==> config.mk <==
export PLATFORM = sky130hd
export DESIGN_NAME = linked_list_deque_engine_unit
export DESIGN_NICKNAME = d
export VERILOG_FILES = /design/src/llde_pkg.sv /design/src/linked_list_deque_engine_unit.sv
export VERILOG_INCLUDE_DIRS = /design/src /design/src/src
export SDC_FILE = /design/constraint.sdc
export NUM_CORES = 2
export LEC_CHECK = 0
export BUFFER_PORTS_ARGS = -buffer_cell sky130_fd_sc_hd__buf_4
export CAP_MARGIN = 20
export CORE_MARGIN = 4
export CORE_UTILIZATION = 45
export DETAILED_ROUTE_END_ITERATION = 6
export SLEW_MARGIN = 20
export SYNTH_ARGS = -nofsm -noshare
export SYNTH_HDL_FRONTEND = slang
export SYNTH_SLANG_ARGS = --single-unit
==> constraint.sdc <==
create_clock -name i_clk -period 14.73 [get_ports i_clk]
set_input_delay 0 -clock i_clk [delete_from_list [all_inputs] [get_ports i_clk]]
set_output_delay 0 -clock i_clk [all_outputs]
set_load 0.05 [all_outputs]
==> src/linked_list_deque_engine_unit_assert.svh <==
// Assertion macros for the deque engine.
// Included by linked_list_deque_engine_unit; no other dependencies.
`ifndef LINKED_LIST_DEQUE_ENGINE_UNIT_ASSERT_SVH
`define LINKED_LIST_DEQUE_ENGINE_UNIT_ASSERT_SVH
// Same-cycle implication, disabled during reset.
`define LLDE_ASSERT_NOW(lbl, clk, rstn, ante, cons, msg) \
    lbl: assert property (@(posedge clk) disable iff (!(rstn)) (ante) |-> (cons)) \
        else $error(msg);
// Next-cycle implication, disabled during reset.
`define LLDE_ASSERT_NEXT(lbl, clk, rstn, ante, cons, msg) \
    lbl: assert property (@(posedge clk) disable iff (!(rstn)) (ante) |=> (cons)) \
        else $error(msg);
`endif

==> src/llde_pkg.sv <==
// Shared types and constants of the deque engine.
// No dependencies.
package llde_pkg;

    localparam int unsigned POOL_NODES_DEF = 64;
    localparam int unsigned KIND_W         = 3;
    localparam int unsigned VALUE_W        = 32;
    localparam int unsigned HANDLE_W       = 6;
    localparam int unsigned STATUS_W       = 3;
    localparam int unsigned S_TDATA_W      = 40;
    localparam int unsigned M_TDATA_W      = 48;

    typedef enum logic [KIND_W-1:0] {
        K_PUSH_FRONT = 3'd0,
        K_PUSH_BACK  = 3'd1,
        K_POP_FRONT  = 3'd2,
        K_POP_BACK   = 3'd3,
        K_INSERT     = 3'd4,
        K_DELETE     = 3'd5,
        K_FIND       = 3'd6,
        K_NOP        = 3'd7
    } t_kind;

    typedef enum logic [STATUS_W-1:0] {
        S_OK        = 3'd0,
        S_EMPTY     = 3'd1,
        S_FULL      = 3'd2,
        S_BAD       = 3'd3,
        S_NOT_FOUND = 3'd4
    } t_status;

endpackage

==> src/linked_list_deque_engine_unit.sv <==
// Deque engine: doubly linked list in a node pool, node 0 the sentinel.
// Push, insert, pop and delete pass EXEC, LINK and RESP; errors pass EXEC and
// RESP; NOP goes straight to RESP; find walks in FIND (one memory read per node)
// before RESP. One item at a time; the next is taken once the result is queued.
// Reset (synchronous, active low) empties the list; the pool memories need none.
// Depends on llde_pkg and linked_list_deque_engine_unit_assert.svh.
`include "linked_list_deque_engine_unit_assert.svh"

module linked_list_deque_engine_unit #(
    parameter int unsigned POOL_NODES = llde_pkg::POOL_NODES_DEF
) (
    input  logic                            i_clk,
    input  logic                            i_rst_n,
    input  logic                            i_s_axis_tvalid,
    output logic                            o_s_axis_tready,
    // value [31:0], handle [37:32], zero fill
    input  logic [llde_pkg::S_TDATA_W-1:0]  i_s_axis_tdata,
    // kind [2:0]
    input  logic [llde_pkg::KIND_W-1:0]     i_s_axis_tuser,
    output logic                            o_m_axis_tvalid,
    input  logic                            i_m_axis_tready,
    // node_handle [5:0], node_value [37:6], element_count [43:38], zero fill
    output logic [llde_pkg::M_TDATA_W-1:0]  o_m_axis_tdata,
    // status [2:0]
    output logic [llde_pkg::STATUS_W-1:0]   o_m_axis_tuser
);
    import llde_pkg::*;

    localparam int unsigned IW = $clog2(POOL_NODES);
    localparam int unsigned FW = IW + 1;
    localparam int unsigned CW = ((IW > HANDLE_W) ? IW : HANDLE_W) + 1;

    typedef enum logic [2:0] {
        ST_IDLE, ST_EXEC, ST_LINK, ST_FIND, ST_RESP
    } t_state;

    // Pool memories
    logic [VALUE_W-1:0] val_mem  [POOL_NODES];
    logic [IW-1:0]      next_mem [POOL_NODES];
    logic [IW-1:0]      prev_mem [POOL_NODES];
    logic               use_mem  [POOL_NODES];

    logic [VALUE_W-1:0] val_q;
    logic [IW-1:0]      next_q, prev_q;
    logic               use_q;

    logic [IW-1:0] ra, rn;
    logic val_we, nx_we, pv_we, use_we, use_wd;
    logic [IW-1:0] val_wa, nx_wa, nx_wd, pv_wa, pv_wd, use_wa;

    // Control and item registers
    t_state             r_state, n_state;
    logic [IW-1:0]      r_snext, n_snext, r_sprev, n_sprev, r_free, n_free;
    logic [IW-1:0]      r_live, n_live;
    logic [FW-1:0]      r_fresh, n_fresh;
    logic [IW-1:0]      r_idx, n_idx, r_node, n_node, r_p, n_p;
    logic               r_rng, n_rng;
    t_kind              r_kind, n_kind;
    logic [VALUE_W-1:0] r_value, n_value, r_rval, n_rval;
    t_status            r_stat, n_stat;
    logic               r_o_valid, n_o_valid;
    logic [M_TDATA_W-1:0] r_o_data, n_o_data;
    logic [STATUS_W-1:0]  r_o_user, n_o_user;

    t_kind              in_kind;
    logic [CW-1:0]      h_w;
    logic               s_acc, fresh_av, use_ok, bad, full, ins_kind;
    logic [IW-1:0]      a_idx, take_n, lnk_p, lnk_q;

    assign in_kind  = t_kind'(i_s_axis_tuser);
    assign h_w      = CW'(i_s_axis_tdata[VALUE_W +: HANDLE_W]);
    assign s_acc    = i_s_axis_tvalid && (r_state == ST_IDLE);
    assign fresh_av = r_fresh < FW'(POOL_NODES);
    assign take_n   = fresh_av ? r_fresh[IW-1:0] : r_free;
    assign use_ok   = (FW'(r_idx) < r_fresh) && use_q;
    assign ins_kind = (r_kind == K_PUSH_FRONT) || (r_kind == K_PUSH_BACK) ||
                      (r_kind == K_INSERT);

    // Issue reads: address from the item on accept, from the next link while walking
    always_comb begin
        a_idx = '0;
        unique case (in_kind)
            K_PUSH_FRONT, K_POP_FRONT, K_FIND: a_idx = r_snext;
            K_POP_BACK:                        a_idx = r_sprev;
            K_INSERT, K_DELETE:                a_idx = h_w[IW-1:0];
            default:                           a_idx = '0;
        endcase
        if (r_state == ST_FIND) begin
            ra = next_q;
            rn = next_q;
        end else begin
            ra = a_idx;
            rn = ((in_kind == K_PUSH_FRONT) || (in_kind == K_PUSH_BACK) ||
                  (in_kind == K_INSERT)) ? r_free : a_idx;
        end
    end

    always_ff @(posedge i_clk) begin
        val_q  <= val_mem[ra];
        prev_q <= prev_mem[ra];
        use_q  <= use_mem[ra];
        next_q <= next_mem[rn];
        if (val_we) val_mem[val_wa] <= r_value;
        if (nx_we)  next_mem[nx_wa] <= nx_wd;
        if (pv_we)  prev_mem[pv_wa] <= pv_wd;
        if (use_we) use_mem[use_wa] <= use_wd;
    end

    // Sequencer: decide, write back links, queue the result
    always_comb begin
        n_state = r_state;  n_snext = r_snext;  n_sprev = r_sprev;
        n_free  = r_free;   n_live  = r_live;   n_fresh = r_fresh;
        n_idx   = r_idx;    n_node  = r_node;   n_p     = r_p;
        n_rng   = r_rng;    n_kind  = r_kind;   n_value = r_value;
        n_rval  = r_rval;   n_stat  = r_stat;
        n_o_valid = r_o_valid && !i_m_axis_tready;
        n_o_data  = r_o_data;
        n_o_user  = r_o_user;
        val_we = 1'b0; val_wa = take_n;
        nx_we = 1'b0;  nx_wa = '0; nx_wd = '0;
        pv_we = 1'b0;  pv_wa = '0; pv_wd = '0;
        use_we = 1'b0; use_wa = '0; use_wd = 1'b0;
        bad = 1'b0; full = 1'b0;
        lnk_p = r_idx == '0 ? r_sprev : prev_q;
        lnk_q = next_q;
        unique case (r_state)
            ST_IDLE: begin
                if (s_acc) begin
                    n_kind  = in_kind;
                    n_value = i_s_axis_tdata[VALUE_W-1:0];
                    n_idx   = a_idx;
                    n_rng   = ((in_kind != K_INSERT) && (in_kind != K_DELETE)) ||
                              (h_w < CW'(POOL_NODES));
                    n_stat  = S_OK;
                    n_node  = '0;
                    n_rval  = '0;
                    if (in_kind == K_NOP)       n_state = ST_RESP;
                    else if (in_kind == K_FIND) n_state = ST_FIND;
                    else                        n_state = ST_EXEC;
                end
            end
            ST_EXEC: begin
                if (ins_kind) begin
                    bad  = (r_kind == K_INSERT) && (r_idx != '0) && (!r_rng || !use_ok);
                    full = !fresh_av && (r_free == '0);
                    if (bad) begin
                        n_stat = S_BAD;  n_state = ST_RESP;
                    end else if (full) begin
                        n_stat = S_FULL; n_state = ST_RESP;
                    end else begin
                        // Link the new node between its predecessor and the position
                        val_we = 1'b1;
                        use_we = 1'b1; use_wa = take_n; use_wd = 1'b1;
                        if (lnk_p == '0) n_snext = take_n;
                        else begin
                            nx_we = 1'b1; nx_wa = lnk_p; nx_wd = take_n;
                        end
                        if (r_idx == '0) n_sprev = take_n;
                        else begin
                            pv_we = 1'b1; pv_wa = r_idx; pv_wd = take_n;
                        end
                        if (fresh_av) n_fresh = r_fresh + FW'(1);
                        else          n_free  = next_q;
                        n_live  = r_live + IW'(1);
                        n_node  = take_n;
                        n_p     = lnk_p;
                        n_state = ST_LINK;
                    end
                end else begin
                    if (r_kind == K_DELETE) begin
                        bad = (r_idx == '0) || !r_rng || !use_ok;
                    end else begin
                        bad = r_idx == '0;
                    end
                    if (bad) begin
                        n_stat  = (r_kind == K_DELETE) ? S_BAD : S_EMPTY;
                        n_state = ST_RESP;
                    end else begin
                        // Unlink the node and close the gap
                        if (prev_q == '0) n_snext = lnk_q;
                        else begin
                            nx_we = 1'b1; nx_wa = prev_q; nx_wd = lnk_q;
                        end
                        if (lnk_q == '0) n_sprev = prev_q;
                        else begin
                            pv_we = 1'b1; pv_wa = lnk_q; pv_wd = prev_q;
                        end
                        use_we = 1'b1; use_wa = r_idx; use_wd = 1'b0;
                        n_live  = r_live - IW'(1);
                        n_node  = r_idx;
                        n_rval  = val_q;
                        n_state = ST_LINK;
                    end
                end
            end
            ST_LINK: begin
                if (ins_kind) begin
                    // Own links of the new node
                    nx_we = 1'b1; nx_wa = r_node; nx_wd = r_idx;
                    pv_we = 1'b1; pv_wa = r_node; pv_wd = r_p;
                end else begin
                    // Push the removed node on the free chain
                    nx_we = 1'b1; nx_wa = r_node; nx_wd = r_free;
                    n_free = r_node;
                end
                n_state = ST_RESP;
            end
            ST_FIND: begin
                if (r_idx == '0) begin
                    n_stat = S_NOT_FOUND; n_state = ST_RESP;
                end else if (val_q == r_value) begin
                    n_node = r_idx; n_rval = r_value; n_state = ST_RESP;
                end else begin
                    n_idx = next_q;
                end
            end
            ST_RESP: begin
                if (!r_o_valid || i_m_axis_tready) begin
                    n_o_valid = 1'b1;
                    n_o_user  = r_stat;
                    n_o_data  = {4'b0, HANDLE_W'(CW'(r_live)), r_rval,
                                 HANDLE_W'(CW'(r_node))};
                    n_state   = ST_IDLE;
                end
            end
            default: n_state = ST_IDLE;
        endcase
    end

    // Hold state and registered outputs
    always_ff @(posedge i_clk) begin
        if (!i_rst_n) begin
            r_state   <= ST_IDLE;
            r_snext   <= '0;
            r_sprev   <= '0;
            r_free    <= '0;
            r_live    <= '0;
            r_fresh   <= FW'(1);
            r_o_valid <= 1'b0;
        end else begin
            r_state   <= n_state;
            r_snext   <= n_snext;
            r_sprev   <= n_sprev;
            r_free    <= n_free;
            r_live    <= n_live;
            r_fresh   <= n_fresh;
            r_o_valid <= n_o_valid;
        end
        r_idx    <= n_idx;
        r_node   <= n_node;
        r_p      <= n_p;
        r_rng    <= n_rng;
        r_kind   <= n_kind;
        r_value  <= n_value;
        r_rval   <= n_rval;
        r_stat   <= n_stat;
        r_o_data <= n_o_data;
        r_o_user <= n_o_user;
    end

    assign o_s_axis_tready = r_state == ST_IDLE;
    assign o_m_axis_tvalid = r_o_valid;
    assign o_m_axis_tdata  = r_o_data;
    assign o_m_axis_tuser  = r_o_user;

    `LLDE_ASSERT_NOW(a_live_le_fresh, i_clk, i_rst_n, 1'b1, FW'(r_live) < r_fresh, "live count exceeds nodes handed out")
    `LLDE_ASSERT_NOW(a_sentinel_pair, i_clk, i_rst_n, 1'b1, (r_snext == '0) == (r_sprev == '0), "sentinel links disagree on empty list")
    `LLDE_ASSERT_NOW(a_empty_count, i_clk, i_rst_n, r_snext == '0, r_live == '0, "empty list with non-zero count")
    `LLDE_ASSERT_NEXT(a_accept_busy, i_clk, i_rst_n, s_acc, r_state != ST_IDLE, "item finished in the accept cycle")

endmodule

==> flow_summary.ini <==
[outcome]
status = finished with violations
violations = max-slew violations

[cts]
clk_latency_ns = 0.92
clk_path_buf_depth = 4
htreeDepth = 5
tritoncts = built
cts.sinks = 3095
cts_buffers = 321
root_buffer = clkbuf_16
cts_resized = 0
cts.clk_slew.worst_paths_ns = 0.07

[timing]
final.period_utilization_pct = 43.8
fmax_mhz = 155
relSlewSlack_pct = -6.09
rsz0062_at_grt = false
worst_pin_slew_ns = 1.59
setup_viol = 0
slew_violations = 56
hold_viol = 0
fin_skew_ns = 0.0663
fin_crit_ns = 6.46
finalWorstSetupSlack_ns = 8.27
setup_tns_ns = 0

[logic_synthesis]
synth_common_cells = 3015 x edfxtp_1, 1162 x nand2_1, 536 x mux2i_1
synth-simple-area-share_pct = 8.02
synthTopCellsByArea = edfxtp_1 74%, mux2i_1 4.4%, nand2_1 3.6%, mux4_2 3.1%, dfxtp_1 1.3%
synth.avg_cell_area_um2 = 15.7
synth_edf_count = 3015
synth_xor_xnor_area_share_pct = 0.301
ys_seq_elements = 3095
synth-seq-area-share_pct = 75.4
synth_top_family_by_area = simple AND/OR/NAND/NOR gates
synth_top_cell_area_share_pct = 74.1
muxShareOfSynthArea_pct = 7.82
synth_warnings = 0
ys.flop_type = edfxtp_1
synth.distinct_cells = 83
synth_fa_ha_area_share_pct = 0.119
synth_compound_area_share_pct = 6.29
yosysMostFrequentCell = edfxtp_1
synth_cells = 7759
synthArstFlopShare_pct = 0
yosysTopAreaCell = edfxtp_1
synthesis.area_um2 = 122000

[floorplanning]
die-area_um2 = 280000
initial_utilization_pct = 45.2
pin_count = 100
die_w_um = 529
die_y_um = 529
core_region_area_um2 = 271000
rows = 191

[pwr]
power.net_switching_mw = 5.15
ir_drop_mv = 0.0891
seqPwrFrac_pct = 50.1
switching_share_pct = 25.3
p_per_area_nw_per_um2 = 146
p_int_mw = 15.2
combPwrFrac_pct = 10.8
clock_power_share_pct = 39.1
p_leak_nw = 46.7

[placed_design]
port_buffers = 93
place_ws_ns = 8.25
gp_congestion = 0.894
dp_hpwl_um = 213000
placed_cells = 11200

[setup_path]
worst_r2r_endpoint = val_q[26]$_DFF_P_
rr_worst_depth = 13
crit_family = buffers and inverters
end_kind = flop
critPathMaxFanout = 105
path_class = reg -> reg
arrival_ns = 7.25
required_ns = 15.53
critical_path.cell_chain = nand3b_4 -> inv_2 -> buf_4 -> nand2b_1 -> o21ai_4 -> buf_4 -> inv_8 -> buf_12 -> buf_4 -> a311oi_1 -> a31oi_1 -> o21ai_0 -> or4_1
critPathBufInv = 6
regToRegSetupSlack_ns = 8.27
cp_slowest_cell = buf_4
start_kind = flop
r2r_start = r_state[2]$_SDFFE_PN0P_
critPathMaxStageDelay_ns = 0.78
critical_path.most_common_cell = buf_4

[flow_run]
cap_violations = 0

[drt]
firstDrtPassIters = 6
vias = 73300
routed_via_density = 6.17
routed_wl_um = 367000
route.detailed.drc = 0
wire_per_inst_um = 30.9
drt_iter0_markers = 10400
postRouteAntennaNets = 0

[hold_path]
hold_path_depth = 3
whs_endpoint = r_free[4]$_SDFFE_PN0P_
worstHoldPathType = in -> reg
hp-start = i_rst_n

[finish]
nets = 8090
fill_cells = 22100
finalNonFillerCells = 11900
syn_to_final_growth_pct = 13.8
drive_gt1_share_pct = 13.6

[global_route]
grt_first_pass_wirelength_um = 515000
grt_usage_pct = 25.6
grt_pass1_vias = 69900
grt_max_degree = 186
antenna_found_initial = 22
grt_overflow = 0
## worst max-delay path by stage
stage	startpoint	to	slack, ns	cells past startpoint
floorplan	r_idx[4]$_DFFE_PP_	prev_mem[0][2]$_DFFE_PP_	9.27	10
global placement	r_state[0]$_SDFFE_PN0P_	val_q[4]$_DFF_P_	8.31	14
detailed placement	r_state[0]$_SDFFE_PN0P_	val_q[4]$_DFF_P_	8.25	14
CTS	r_state[0]$_SDFFE_PN0P_	val_q[4]$_DFF_P_	8.21	14
global route	r_state[2]$_SDFFE_PN0P_	val_q[19]$_DFF_P_	8.04	13
finish	r_state[2]$_SDFFE_PN0P_	val_q[26]$_DFF_P_	8.27	13
## final cells by class
class	instances	area [um^2]	share of cell area [%]
Antenna cell	21	52.6	0.0378
Clock inverter	178	1690	1.21
Sequential cell	3095	92100	66.3
Clock buffer	405	8490	6.11
Tap cell	3570	4470	3.21
Inverter	59	241	0.174
Multi-Input combinational cell	4148	28500	20.5
Timing Repair Buffer	407	3360	2.42
## stage by stage
stage | utilization [%] | hold slack, ns | cell area (um^2) | power (mW)
floorplan | - | 0.0989 | 122000 | 11.5
global placement | 47.3 | 0.178 | 128000 | 12.5
detailed placement | 47.3 | 0.179 | 128000 | 12.5
CTS | 51.3 | 0.0515 | 139000 | 20.4
global route | 51.3 | 0.0975 | 139000 | 20.9
finish | 51.4 | 0.115 | 139000 | 20.3
## flip-flops by register name, indices dropped and copies added, names as in the netlist, 7 cells and up
name,count
val_mem,2048
next_mem,384
prev_mem,384
use_mem,64
o_m_axis_tdata,44
r_rval,32
r_value,32
val_q,32
r_fresh,7
## repair_timing
action / 4_1_cts / 5_1_grt
setup buffers: 0 / 0
hold buffers: 78 / 0
endpoints found under the setup margin: 0 / 0
endpoints found under the hold margin: 84 / 0
## routing by layer
| layer | global-route usage (%) | vias to the layer above | part of all wire [%] |
|---|---|---|---|
| met5 | 0.260 | - | 0.030 |
| met2 | 38.6 | 4215 | 45 |
| met4 | 8.29 | 4 | 3.4 |
| li1 | - | 30800 | - |
| met1 | 37.1 | 37700 | 40 |
| met3 | 5.71 | 601 | 11 |
## worst register-to-register path, stage by stage, from the launching register on
cell	delay [ns]
dfxtp_1	0.62
nand3b_4	0.48
inv_2	0.22
buf_4	0.39
nand2b_1	0.25
o21ai_4	0.07
buf_4	0.26
inv_8	0.46
buf_12	0.73
buf_4	0.96
a311oi_1	0.12
a31oi_1	0.69
o21ai_0	0.54
or4_1	0.55
## power by group through the flow
stage,registers (mW),logic [mW],clock network [mW]
final,10.2,2.20,7.96
after global routing,10.2,2.31,8.45
after CTS,10.2,2.16,8.05
after detailed placement,10.4,2.14,0
after global placement,10.4,2.10,0
after floorplan,10.4,1.13,0
## cell families (layout without fill, tap and decap cells)
family                   after synthesis  count (layout)
flip-flops                          3095            3095
AND/OR/NAND/NOR                     2209            2209
AO/OA/AOI/OAI                       1143            1143
multiplexers                         739             739
buffers and inverters                519            1049
XOR/XNOR                              42              42
adder cells (fa/ha/maj)               11              11
other                                  1              25
## placed cells by master (no fill, tap or decap), types with 17 or more instances in the layout
cell type	synthesis	final
dfxtp_1	80	80
diode_2	0	21
and3_1	69	69
a21boi_0	17	17
nand3_1	289	289
nand2_1	1162	1161
a31oi_1	72	70
nor3_1	58	50
clkinv_2	0	55
dlygate4sd3_1	0	78
a32oi_1	35	34
nor2b_1	18	18
o22ai_1	187	180
bufinv_16	0	27
clkinv_1	0	68
or3_1	30	30
nor4_1	52	49
mux2i_1	536	535
inv_1	54	53
clkbuf_1	194	75
mux4_2	169	169
a311oi_1	50	50
a211oi_1	134	132
a21oi_1	193	192
o211ai_1	30	30
inv_6	0	18
a22o_1	37	36
nand4_1	96	96
and2_1	58	57
xnor2_1	42	42
a22oi_1	86	86
a221oi_1	25	25
o21ai_0	177	165
nor2_1	312	230
nor2_4	0	77
buf_4	53	319
clkbuf_16	0	326
edfxtp_1	3015	3015
mux2_2	34	34
(Power assumes the default switching activity.)
